`src/rtl/radix_digit_converter_defines.svh`:
```
// assertion macros for the radix digit converter
// no dependencies; taken in by `include where assertions are written
`ifndef RADIX_DIGIT_CONVERTER_DEFINES_SVH
`define RADIX_DIGIT_CONVERTER_DEFINES_SVH

// implication checked at every rising edge outside reset
`define RDC_ASSERT_IMPL(lbl, clk, rst_n, ante, cons) \
	lbl: assert property (@(posedge clk) disable iff (!rst_n) (ante) |-> (cons)) \
		else $error("radix digit converter: implication violated");

// invariant checked at every rising edge outside reset
`define RDC_ASSERT_ALWAYS(lbl, clk, rst_n, expr) \
	lbl: assert property (@(posedge clk) disable iff (!rst_n) (expr)) \
		else $error("radix digit converter: invariant violated");

`endif

```
`src/rtl/rdc_pkg.sv`:
```
// shared types, character codes and helpers of the radix digit converter
// no dependencies
package rdc_pkg;

	// bits of the quotient consumed per division cycle
	localparam int DIV_BITS = 8;

	localparam logic [4:0] RADIX_MIN = 5'd2;
	localparam logic [4:0] RADIX_MAX = 5'd16;

	localparam logic [7:0] CH_MINUS      = 8'h2d;
	localparam logic [7:0] CH_SPACE      = 8'h20;
	localparam logic [7:0] CH_ZERO       = 8'h30;
	localparam logic [7:0] CH_ALPHA_BASE = 8'h57; // 'a' minus ten

	typedef struct packed {
		logic [31:0] value;
		logic [4:0]  radix;
		logic        signed_mode;
		logic [5:0]  min_width;
	} item_t;

	typedef struct packed {
		logic [7:0] character;
		logic       last;
	} text_t;

	// controller to datapath
	typedef struct packed {
		logic load;
		logic div_step;
		logic emit_init;
		logic rd;
		logic load_out;
	} cmd_t;

	// datapath to controller
	typedef struct packed {
		logic div_done;
		logic pos_zero;
		logic out_free;
	} status_t;

	// ascii of one digit, lowercase letters above nine
	function automatic logic [7:0] digit_char(input logic [3:0] d);
		return (d < 4'd10) ? (CH_ZERO + {4'b0000, d}) : (CH_ALPHA_BASE + {4'b0000, d});
	endfunction

endpackage

```
`src/rtl/radix_digit_converter.sv`:
```
// radix digit converter, top level: one value in, its ascii text out one character per transfer
// all digits are produced first by the 8-bit-per-cycle remainder unit, then read back
// from the registered digit ram, one read per character; item_stall holds off a new item
// until the last character of the current one has been loaded
// reset: arst_n clears the controller, counters and output valid; the digit ram needs no clearing
// depends on rdc_pkg, rdc_ctrl and rdc_datapath
module radix_digit_converter #(
	parameter int VALUE_BITS = 32,
	parameter int MAX_CHARS  = 32
) (
	input  logic           clk,
	input  logic           arst_n,
	input  logic           item_valid,
	output logic           item_stall,
	input  rdc_pkg::item_t item,
	output logic           text_valid,
	input  logic           text_stall,
	output rdc_pkg::text_t text
);

	rdc_pkg::cmd_t    cmd;
	rdc_pkg::status_t status;

	// sequencer
	rdc_ctrl u_ctrl (
		.clk        (clk),
		.arst_n     (arst_n),
		.item_valid (item_valid),
		.item_stall (item_stall),
		.status     (status),
		.cmd        (cmd)
	);

	// conversion datapath
	rdc_datapath #(
		.VALUE_BITS (VALUE_BITS),
		.MAX_CHARS  (MAX_CHARS)
	) u_datapath (
		.clk        (clk),
		.arst_n     (arst_n),
		.item       (item),
		.cmd        (cmd),
		.status     (status),
		.text_valid (text_valid),
		.text_stall (text_stall),
		.text       (text)
	);

endmodule

```
`src/rtl/rdc_ram.sv`:
```
// generic single write port, single read port ram with registered read
// no dependencies
module rdc_ram #(
	parameter int WIDTH = 4,
	parameter int DEPTH = 32
) (
	input  logic                                     clk,
	input  logic                                     we,
	input  logic [((DEPTH > 1) ? $clog2(DEPTH) : 1)-1:0] waddr,
	input  logic [WIDTH-1:0]                         wdata,
	input  logic                                     re,
	input  logic [((DEPTH > 1) ? $clog2(DEPTH) : 1)-1:0] raddr,
	output logic [WIDTH-1:0]                         rdata
);

	logic [WIDTH-1:0] mem_q [DEPTH];

	// write port
	always_ff @(posedge clk) begin
		if (we) begin
			mem_q[waddr] <= wdata;
		end
	end

	// registered read port
	always_ff @(posedge clk) begin
		if (re) begin
			rdata <= mem_q[raddr];
		end
	end

endmodule

```
`src/rtl/rdc_datapath.sv`:
```
// datapath: operand capture, digit-serial remainder unit, digit ram, text output register
// depends on rdc_pkg, rdc_ram and radix_digit_converter_defines.svh
`include "radix_digit_converter_defines.svh"

module rdc_datapath #(
	parameter int VALUE_BITS = 32,
	parameter int MAX_CHARS  = 32
) (
	input  logic             clk,
	input  logic             arst_n,
	input  rdc_pkg::item_t   item,
	input  rdc_pkg::cmd_t    cmd,
	output rdc_pkg::status_t status,
	output logic             text_valid,
	input  logic             text_stall,
	output rdc_pkg::text_t   text
);

	localparam int DB     = rdc_pkg::DIV_BITS;
	localparam int QBITS  = ((VALUE_BITS + DB - 1) / DB) * DB;
	localparam int NSTEPS = QBITS / DB;
	localparam int STEP_W = (NSTEPS > 1) ? $clog2(NSTEPS) : 1;
	localparam int CNT_W  = $clog2(VALUE_BITS + 1);
	localparam int ADDR_W = $clog2(VALUE_BITS);
	localparam int TOT_W  = $clog2(VALUE_BITS + MAX_CHARS + 2);
	localparam int WIDE   = (VALUE_BITS > 32) ? VALUE_BITS : 32;

	logic [QBITS-1:0]  q_q;
	logic [4:0]        r_q;
	logic [4:0]        rad_q;
	logic [STEP_W-1:0] step_q;
	logic [CNT_W-1:0]  ndig_q;
	logic              neg_q;
	logic [7:0]        pad_q;
	logic [TOT_W-1:0]  width_q;
	logic [TOT_W-1:0]  p_q;
	logic              out_valid_q;
	rdc_pkg::text_t    out_q;

	// operand preparation
	logic [WIDE-1:0]       ext;
	logic [VALUE_BITS-1:0] v;
	logic                  neg;
	logic [VALUE_BITS-1:0] mag;
	logic [4:0]            rad;
	logic [6:0]            wcl;

	assign ext = WIDE'(item.value);
	assign v   = ext[VALUE_BITS-1:0];
	assign neg = item.signed_mode & v[VALUE_BITS-1];
	assign mag = neg ? (~v + 1'b1) : v;

	always_comb begin
		if (item.radix < rdc_pkg::RADIX_MIN) begin
			rad = rdc_pkg::RADIX_MIN;
		end else if (item.radix > rdc_pkg::RADIX_MAX) begin
			rad = rdc_pkg::RADIX_MAX;
		end else begin
			rad = item.radix;
		end
	end

	assign wcl = ({1'b0, item.min_width} > 7'(MAX_CHARS)) ? 7'(MAX_CHARS)
		: {1'b0, item.min_width};

	// restoring division, DB quotient bits per cycle, msb first
	logic [DB-1:0]    top_bits;
	logic [DB-1:0]    qb;
	logic [4:0]       rr;
	logic [QBITS-1:0] q_next;
	logic             step_last;

	assign top_bits = q_q[QBITS-1 -: DB];

	always_comb begin
		rr = r_q;
		qb = '0;
		for (int i = 0; i < DB; i++) begin
			rr = {rr[3:0], top_bits[DB-1-i]};
			qb[DB-1-i] = (rr >= rad_q);
			if (rr >= rad_q) begin
				rr = rr - rad_q;
			end
		end
	end

	assign q_next    = (q_q << DB) | QBITS'(qb);
	assign step_last = (step_q == STEP_W'(NSTEPS - 1));

	// digit store, least significant digit at address zero
	logic              ram_we;
	logic              ram_re;
	logic [3:0]        ram_rdata;
	logic [TOT_W-1:0]  ndig_ext;

	assign ram_we   = cmd.div_step & step_last;
	assign ndig_ext = TOT_W'(ndig_q);
	assign ram_re   = cmd.rd & (p_q < ndig_ext);

	rdc_ram #(
		.WIDTH (4),
		.DEPTH (VALUE_BITS)
	) u_digits (
		.clk   (clk),
		.we    (ram_we),
		.waddr (ndig_q[ADDR_W-1:0]),
		.wdata (rr[3:0]),
		.re    (ram_re),
		.raddr (p_q[ADDR_W-1:0]),
		.rdata (ram_rdata)
	);

	// text length: padded width or sign plus digits, keeping the rightmost MAX_CHARS
	logic [TOT_W-1:0] body_len;
	logic [TOT_W-1:0] total_len;
	logic [TOT_W-1:0] emit_len;

	assign body_len  = ndig_ext + TOT_W'(neg_q);
	assign total_len = (width_q > body_len) ? width_q : body_len;
	assign emit_len  = (total_len > TOT_W'(MAX_CHARS)) ? TOT_W'(MAX_CHARS) : total_len;

	// character at position p counted from the right
	logic [7:0] chr;

	always_comb begin
		if (p_q < ndig_ext) begin
			chr = rdc_pkg::digit_char(ram_rdata);
		end else if ((p_q == ndig_ext) && neg_q) begin
			chr = rdc_pkg::CH_MINUS;
		end else begin
			chr = pad_q;
		end
	end

	// operand and division registers
	always_ff @(posedge clk) begin
		if (cmd.load) begin
			q_q     <= QBITS'(mag);
			rad_q   <= rad;
			neg_q   <= neg;
			pad_q   <= item.signed_mode ? rdc_pkg::CH_SPACE : rdc_pkg::CH_ZERO;
			width_q <= TOT_W'(wcl);
		end else if (cmd.div_step) begin
			q_q <= q_next;
		end
	end

	// control counters
	always_ff @(posedge clk or negedge arst_n) begin
		if (!arst_n) begin
			r_q    <= '0;
			step_q <= '0;
			ndig_q <= '0;
			p_q    <= '0;
		end else begin
			if (cmd.load) begin
				r_q    <= '0;
				step_q <= '0;
				ndig_q <= '0;
			end else if (cmd.div_step) begin
				if (step_last) begin
					r_q    <= '0;
					step_q <= '0;
					ndig_q <= ndig_q + 1'b1;
				end else begin
					r_q    <= rr;
					step_q <= step_q + 1'b1;
				end
			end
			if (cmd.emit_init) begin
				p_q <= emit_len - 1'b1;
			end else if (cmd.load_out) begin
				p_q <= p_q - 1'b1;
			end
		end
	end

	// text output register
	always_ff @(posedge clk or negedge arst_n) begin
		if (!arst_n) begin
			out_valid_q <= 1'b0;
		end else if (cmd.load_out) begin
			out_valid_q <= 1'b1;
		end else if (!text_stall) begin
			out_valid_q <= 1'b0;
		end
	end

	always_ff @(posedge clk) begin
		if (cmd.load_out) begin
			out_q.character <= chr;
			out_q.last      <= (p_q == '0);
		end
	end

	assign text_valid      = out_valid_q;
	assign text            = out_q;
	assign status.div_done = step_last & (q_next == '0);
	assign status.pos_zero = (p_q == '0);
	assign status.out_free = ~out_valid_q | ~text_stall;

	// checks
	`RDC_ASSERT_IMPL(a_digit_in_range, clk, arst_n, ram_we, ndig_q < VALUE_BITS)
	`RDC_ASSERT_ALWAYS(a_digit_count, clk, arst_n, ndig_q <= VALUE_BITS)
	`RDC_ASSERT_IMPL(a_rem_below_radix, clk, arst_n, cmd.div_step, r_q < rad_q)
	`RDC_ASSERT_IMPL(a_pos_in_window, clk, arst_n, cmd.load_out, p_q < MAX_CHARS)
	`RDC_ASSERT_IMPL(a_load_after_last, clk, arst_n, cmd.load, !(out_valid_q && !out_q.last))

endmodule

```
`src/rtl/rdc_ctrl.sv`:
```
// controller: sequences capture, division, length setup and character emission
// depends on rdc_pkg
module rdc_ctrl (
	input  logic             clk,
	input  logic             arst_n,
	input  logic             item_valid,
	output logic             item_stall,
	input  rdc_pkg::status_t status,
	output rdc_pkg::cmd_t    cmd
);

	typedef enum logic [2:0] {
		ST_IDLE,
		ST_DIV,
		ST_INIT,
		ST_READ,
		ST_LOAD
	} state_t;

	state_t state_q;

	assign item_stall = (state_q != ST_IDLE);

	// commands decoded from state and status
	always_comb begin
		cmd = '0;
		case (state_q)
			ST_IDLE: cmd.load      = item_valid;
			ST_DIV:  cmd.div_step  = 1'b1;
			ST_INIT: cmd.emit_init = 1'b1;
			ST_READ: cmd.rd        = 1'b1;
			ST_LOAD: cmd.load_out  = status.out_free;
			default: cmd = '0;
		endcase
	end

	// state register
	always_ff @(posedge clk or negedge arst_n) begin
		if (!arst_n) begin
			state_q <= ST_IDLE;
		end else begin
			case (state_q)
				ST_IDLE: begin
					if (item_valid) begin
						state_q <= ST_DIV;
					end
				end
				ST_DIV: begin
					if (status.div_done) begin
						state_q <= ST_INIT;
					end
				end
				ST_INIT: state_q <= ST_READ;
				ST_READ: state_q <= ST_LOAD;
				ST_LOAD: begin
					if (status.out_free) begin
						state_q <= status.pos_zero ? ST_IDLE : ST_READ;
					end
				end
				default: state_q <= ST_IDLE;
			endcase
		end
	end

endmodule
```
`config.mk`:
```
export PLATFORM = sky130hd
export DESIGN_NAME = radix_digit_converter
export DESIGN_NICKNAME = d
export VERILOG_FILES = /design/src/rtl/rdc_pkg.sv /design/src/rtl/radix_digit_converter.sv /design/src/rtl/rdc_ram.sv /design/src/rtl/rdc_datapath.sv /design/src/rtl/rdc_ctrl.sv
export VERILOG_INCLUDE_DIRS = /design/src /design/src/rtl
export SDC_FILE = /design/constraint.sdc
export NUM_CORES = 1
export LEC_CHECK = 0
export BUFFER_PORTS_ARGS = -buffer_cell sky130_fd_sc_hd__buf_2
export CORE_MARGIN = 5
export CORE_UTILIZATION = 56
export DETAILED_ROUTE_END_ITERATION = 8
export GPL_TIMING_DRIVEN = 0
export PLACE_DENSITY_LB_ADDON = 0.12
export SETUP_SLACK_MARGIN = 0.05
export SLEW_MARGIN = 0
export SYNTH_ARGS = -nofsm -noshare
export SYNTH_HDL_FRONTEND = slang
export SYNTH_SLANG_ARGS = --single-unit
```
`constraint.sdc`:
```
create_clock -name clk -period 12.9 [get_ports clk]
set_input_delay 0 -clock clk [delete_from_list [all_inputs] [get_ports clk]]
set_output_delay 0 -clock clk [all_outputs]
set_load 0.005 [all_outputs]
```
# == After elaboration in Yosys (flattened, before gate mapping) ==
# Memories as Yosys holds them, arrays and structs flattened. A register that Yosys moved wholly into a read port is not among the register bits.
# Index checks and enable logic that the tools add are counted.
# classes
n_addsub,16
n_lt_le_gt_ge,15
n_eq_ne,10
n_mux,43
bitwise,9
reduce_logical,11
# op_table
cell,n
32-bit 2-to-1 mux,3
4-bit 2-to-1 mux,11
5-bit greater-or-equal comparator,8
32-bit by 1-bit adder with 32-bit output (second input constant),1
32-bit zero test,1
32-bit inverter,1
32-bit by 8-bit bitwise OR with 32-bit output,1
4-bit subtractor,8
7-bit 2-to-1 mux,4
8-bit 2-to-1 mux,3
6-bit 2-to-1 mux,3
3-bit one-hot mux with 5 select lines,1
7-bit by 1-bit subtractor with 7-bit output (second input constant),2
5-bit 2-to-1 mux,2
1-bit 2-to-1 mux,9
3-bit 2-to-1 mux,3
7-bit by 4-bit adder with 8-bit output (first input constant),1
2-bit 2-to-1 mux,4
6-bit by 1-bit adder with 7-bit output,1
6-bit by 4-bit adder with 7-bit output (first input constant),1
7-bit by 6-bit equality test with 1-bit output,1
7-bit by 6-bit greater-than comparator with 1-bit output (second input constant),1
7-bit greater-than comparator,1
7-bit zero test,1
23 further kinds,32
# totals
regBits,85
ram_bits,128
inputBits,48
output_inout_bits,11
memories,1
# memory_table
memory,depth,word_bits,read_ports,rd_ports_with_merged_regs,write_ports,line,source
u_datapath.u_digits.mem_q,32,4,1,1,1,rdc_ram.sv:16,logic [WIDTH-1:0] mem_q [DEPTH];

# == Longest topological paths before layout ==
# depth
word_depth,20
depth_mapped,59

# == Cells and area by module ==
# Synthesis repeated with hierarchy kept, for this count alone.
# hier_totals
cells_unflattened,929
area_unflattened_um2,11646.2
# by_module_without_submodules
module,n_inst,cells_per_inst,area_per_inst_um2,seq_area_each_um2
rdc_datapath,1,677,6292.3,2092.0
rdc_ram,1,231,5178.7,3963.8
rdc_ctrl,1,21,175.2,75.1

# == Worst setup path before layout ==
# No wires, ideal clock.
# synth_timing
kind,register to register
start,register u_datapath.rad_q[1]
end,"memory u_datapath.u_digits.mem_q[0][1], data pin"
setup_ns,0.392
t_arrival_ns,13.311
t_required_ns,12.508
slack_ns,-0.803
path_stages_with_launch,57
path_buffers,2
period_less_slack_ns,13.703
cell_sequence,edfxtp_1 > inv_1 > ha_1 > a21o_1 > a21o_1 > a21o_1 > a21oi_1 > mux2_2 > inv_1 > ha_1 > a21o_1 > a21o_1 > a21o_1 > a21oi_2 > mux2_2 > inv_1 > ha_1 > a21o_1 > [... 21 more ...] > a21o_1 > a21oi_2 > mux2_2 > inv_1 > ha_1 > a21o_1 > a21o_1 > a21o_1 > a21oi_2 > mux2_2 > inv_1 > ha_1 > a21o_1 > a21o_1 > a21o_1 > a21o_1 > clkbuf_1 > mux2i_1
# synth_via
elab_chain_len,16
elab_cells_between_ends,24
classes_between,add/sub: 8; order compare: 8; mux: 8
# synth_lines
element,line,source
start: declaration,rdc_datapath.sv:30,logic [4:0] rad_q;
start signal: assignment,rdc_datapath.sv:139,rad_q <= rad;
4-bit subtractor / 5-bit greater-or-equal comparator (equally long branches),"rdc_datapath.sv:82, rdc_datapath.sv:81",
4-bit 2-to-1 mux,rdc_datapath.sv:81,if (rr >= rad_q) begin
4-bit subtractor / 5-bit greater-or-equal comparator (equally long branches),"rdc_datapath.sv:82, rdc_datapath.sv:81",
4-bit 2-to-1 mux,rdc_datapath.sv:81,
4-bit subtractor / 5-bit greater-or-equal comparator (equally long branches),"rdc_datapath.sv:82, rdc_datapath.sv:81",
4-bit 2-to-1 mux,rdc_datapath.sv:81,
5-bit greater-or-equal comparator / 4-bit subtractor (equally long branches),"rdc_datapath.sv:81, rdc_datapath.sv:82",
4-bit 2-to-1 mux,rdc_datapath.sv:81,
4-bit subtractor / 5-bit greater-or-equal comparator (equally long branches),"rdc_datapath.sv:82, rdc_datapath.sv:81",
4-bit 2-to-1 mux,rdc_datapath.sv:81,
4-bit subtractor / 5-bit greater-or-equal comparator (equally long branches),"rdc_datapath.sv:82, rdc_datapath.sv:81",
4-bit 2-to-1 mux,rdc_datapath.sv:81,
5-bit greater-or-equal comparator / 4-bit subtractor (equally long branches),"rdc_datapath.sv:81, rdc_datapath.sv:82",
4-bit 2-to-1 mux,rdc_datapath.sv:81,
4-bit subtractor / 5-bit greater-or-equal comparator (equally long branches),"rdc_datapath.sv:82, rdc_datapath.sv:81",
4-bit 2-to-1 mux *,rdc_datapath.sv:81,
via u_datapath.rr[1],rdc_datapath.sv:69,logic [4:0] rr;
end: declaration,rdc_ram.sv:16,
# The timed path passes the listed nets; every way through them passes the cells marked *.

# == Worst setup path after layout ==
# layout_timing
start,register u_datapath.rad_q[0]
end,"memory u_datapath.u_digits.mem_q[27][2], data pin"
# layout_via
elab_chain_len,16
elab_cells_between_ends,24
classes_between,add/sub: 8; order compare: 8; mux: 8
# layout_lines
element,line
4-bit subtractor / 5-bit greater-or-equal comparator (equally long branches),"rdc_datapath.sv:82, rdc_datapath.sv:81"
4-bit 2-to-1 mux,rdc_datapath.sv:81
4-bit subtractor / 5-bit greater-or-equal comparator (equally long branches),"rdc_datapath.sv:82, rdc_datapath.sv:81"
4-bit 2-to-1 mux,rdc_datapath.sv:81
4-bit subtractor / 5-bit greater-or-equal comparator (equally long branches),"rdc_datapath.sv:82, rdc_datapath.sv:81"
4-bit 2-to-1 mux,rdc_datapath.sv:81
4-bit subtractor / 5-bit greater-or-equal comparator (equally long branches),"rdc_datapath.sv:82, rdc_datapath.sv:81"
4-bit 2-to-1 mux,rdc_datapath.sv:81
5-bit greater-or-equal comparator / 4-bit subtractor (equally long branches),"rdc_datapath.sv:81, rdc_datapath.sv:82"
4-bit 2-to-1 mux,rdc_datapath.sv:81
4-bit subtractor / 5-bit greater-or-equal comparator (equally long branches),"rdc_datapath.sv:82, rdc_datapath.sv:81"
4-bit 2-to-1 mux,rdc_datapath.sv:81
5-bit greater-or-equal comparator / 4-bit subtractor (equally long branches),"rdc_datapath.sv:81, rdc_datapath.sv:82"
4-bit 2-to-1 mux,rdc_datapath.sv:81
4-bit subtractor / 5-bit greater-or-equal comparator (equally long branches),"rdc_datapath.sv:82, rdc_datapath.sv:81"
4-bit 2-to-1 mux *,rdc_datapath.sv:81
via u_datapath.rr[2],rdc_datapath.sv:69
# Marks and branches as above.

==> metrics.yaml <==
outcome:
  result_of_the_run: "finished clean"
yosys:
  synthTopCellsByArea: "edfxtp_1 48%, mux4_2 7.8%, ha_1 6.7%"
  yosys_register_bits: 208
  syn_inst: 945
  synth_edf_count: 185
  netlist.area_leader.share_pct: 47.8
  synth_fp_nets: 1063
  ys_seq_area_share_pct: 52.8
  number_of_library_cell_types_mapped_by_synthesis: 70
  synth-async-reset-ratio_pct: 11.1
  synthesis.yosys.warnings: 0
  synth_top_flop_cell: "edfxtp_1"
  avg_synthesized_cell_area_um2: 12.3
  synth_area_leader_cell: "edfxtp_1"
  mappedNetlistArea_mm2: 0.0116
clocking:
  cts_root_buf: "clkbuf_16"
  clk_pin_slew_worst_paths_ns: 0.06
  worstSkewPairLatency_ns: 0.51
  cts_num_sinks: 208
  clk_path_buf_depth: 3
  cts_inserted_buffers: 22
  cts_tree: "built"
  htree_levels: 1
sta:
  final_setup_viols: 0
  unrepaired_setup_endpoints_after_global_routing: "no"
  tightest_slew_ns: 1.38
  clock.fmax_mhz: 81.3
  fin_crit_sh_pct: 95.4
  hold_viol_final: 0
  post-route-min-period_ns: 12.31
  slew-limit-headroom_pct: 7.88
  fin_clk_skew_ns: 0.0112
  final_max_slew_viol_count: 0
placement:
  dpl.hpwl_mm: 18.6
  io_buffers: 57
  gp_congestion: 0.895
detailed_routing:
  first_pass_iters: 5
  drc_errors: 0
  met2RoutedLength_mm: 14.3
  highest-signal-layer: "met4"
  route.met3.wl_mm: 1.27
  drt-wirelength-per-cell_um: 19.7
  drt_wl_total_mm: 27.4
  ant_nets: 0
  routed-via-count: 8052
  drc_marker_count_from_the_first_detailed_route_iteration: 567
  viasPerCell: 5.78
  routedLengthMet1_mm: 11.4
setup_path:
  critical-path-slowest-cell: "mux2_4"
  cp_top_family: "compound AO/OA/AOI/OAI gates"
  count_of_buffer_and_inverter_cells_on_the_critical_path: 8
  timing.critical_path.arrival_ns: 12.51
  cp_common_cell: "a21o_1"
  timing.critical_path.to_type: "flop"
  worst-path-max-fanout: 32
  critical_path_required_ns: 13.11
  worst-setup-path-type: "flop to flop"
  cp_slowest_stage_delay_ns: 0.50
  crit_path_start_kind: "flop"
die:
  floorplan.initialDensity_pct: 57.2
  die_width_um: 154
  boundaryPins: 59
  fp.dieArea_mm2: 0.0237
  coreArea_mm2: 0.0203
  chipHeight_um: 154
  floorplan.rows: 52
final_layout:
  syn2layout_area_growth_pct: 20.5
  layout-drive-gt1-share_pct: 19.5
  layout.nets: 1226
  num_antenna_cells: 0
  filler_cell_count: 1473
  post-route-util_pct: 68.9
flow_run:
  max_cap_violations: 0
grt:
  grt_first_pass_wirelength_mm: 43.7
  groute.usage.overall_pct: 23.3
  maximum_number_of_pins_on_one_net_before_global_route_repair: 33
  number_of_antenna_violations_at_the_first_check_in_global_routing: 0
  globalRoute.totalOverflow: 0
  grt_pass1_vias: 7981
min_path:
  hp-class: "input pin to async pin"
## worst paths after layout
check	from	end	slack [ns]	depth (start not counted)
setup / recovery	u_datapath.rad_q[0]$_SDFFCE_PP0P_	u_datapath.u_digits.mem_q[27][2]$_DFFE_PP_	0.59	56
hold / removal	arst_n	u_ctrl.state_q[0]$_DFFE_PN0P_	0.04	2
setup reg to reg	u_datapath.rad_q[0]$_SDFFCE_PP0P_	u_datapath.u_digits.mem_q[27][2]$_DFFE_PP_	0.59	56
hold reg to reg	u_datapath.step_q[0]$_DFFE_PN0P_	u_datapath.step_q[0]$_DFFE_PN0P_	0.50	1
max in group asynchronous	arst_n	u_datapath.p_q[4]$_DFFE_PN0P_	12.46	2
min in group clk	item[32]	u_datapath.q_q[20]$_DFFE_PP_	0.04	3
## kinds of logic after synthesis
kind of cell	synth area share [%]
adder cells (fa/ha/maj)	8.06
buffers and inverters	3.09
flip-flops	52.8
other	0.0647
multiplexers	10.4
AND/OR/NAND/NOR	11.4
AO/OA/AOI/OAI	9.95
XOR/XNOR	4.22
## sequential cells by signal, summed over array words and instances, names as in the netlist, 2 cells and up
register and count:
u_datapath.text 8, u_datapath.u_digits.mem_q 128, u_datapath.rad_q 5, u_datapath.r_q 4, u_datapath.ndig_q 6, u_datapath.width_q 6
u_datapath.p_q 7, u_datapath.q_q 32, u_ctrl.state_q 3, u_datapath.step_q 2, u_datapath.u_digits.rdata 4
## per-stage QoR
stage | hold slack [ns] | cells | TNS (ns) | cell area (um^2) | worst slack (ns)
after floorplan | -0.296 | 945 | 0 | 11700 | 0.0717
after global placement | 0.0323 | 1272 | -290.21 | 12300 | -2.26
after detailed placement | 0.0242 | 1273 | -311.11 | 12300 | -2.43
after CTS | 0.0284 | 1388 | 0 | 13900 | 0.141
after global routing | 0.0226 | 1394 | 0 | 14000 | 0.0447
final | 0.0371 | 1394 | 0 | 14000 | 0.595
## layer usage
| layer | vias to the layer above | global-route usage, % |
|---|---|---|
| met1 | 3934 | 30.7 |
| met4 | 0 | 6.18 |
| met5 | - | 0 |
| met3 | 33 | 2.87 |
| li1 | 3850 | - |
| met2 | 235 | 41.1 |
## Yosys cell counts (all sizes together) (4+ instances only)
cell type / number
mux4: 40
a31oi: 6
nand2b: 13
nor2: 90
dfrtp: 23
ha: 62
nor3: 16
mux2i: 13
or4: 5
nor4: 10
xor2: 23
a21oi: 45
a211oi: 5
a21o: 38
o31ai: 5
clkbuf: 22
edfxtp: 185
buf: 10
inv: 56
mux2: 16
and3: 4
nor3b: 8
xnor2: 33
nand2: 78
nand4: 5
o21ai: 54
fa: 8
nand3: 18
nor2b: 12
## what timing repair did
action                     in CTS  in global routing
setup endpoints to repair     135                135
buffers inserted               20                  6
pin swaps                       5                  4
resized for setup              18                 12
cloned                          3                  0
hold buffers                   52                  0
hold endpoints to repair       70                  0
## placed cells by master (no fill, tap or decap), types with 15 or more instances in the layout
master         count
clkbuf_16         22
nand2_1           78
buf_2             62
mux4_2            40
clkbuf_1          19
xor2_1            23
a21o_1            38
nand3_1           16
buf_4             26
inv_1             54
dfrtp_1           23
dlygate4sd3_1     52
edfxtp_1         185
o21ai_0           51
nor3_1            15
nor2_1            89
a21oi_1           36
ha_1              62
xnor2_1           33
## final cells by class
class / instances / area, um^2 / share of cell area (%)
inverters: 58 / 223 / 1.59
flip-flops and latches: 208 / 6130 / 43.8
multi-input cells: 650 / 5340 / 38.2
repair buffers: 136 / 1030 / 7.37
plain buffers: 32 / 153 / 1.09
well taps: 270 / 338 / 2.41
clock inverters: 18 / 226 / 1.62
clock buffers: 22 / 551 / 3.93
Power is left out: the tool's default activity adds up to more than one toggle a clock period on the data nets, which glitch-free logic cannot reach.
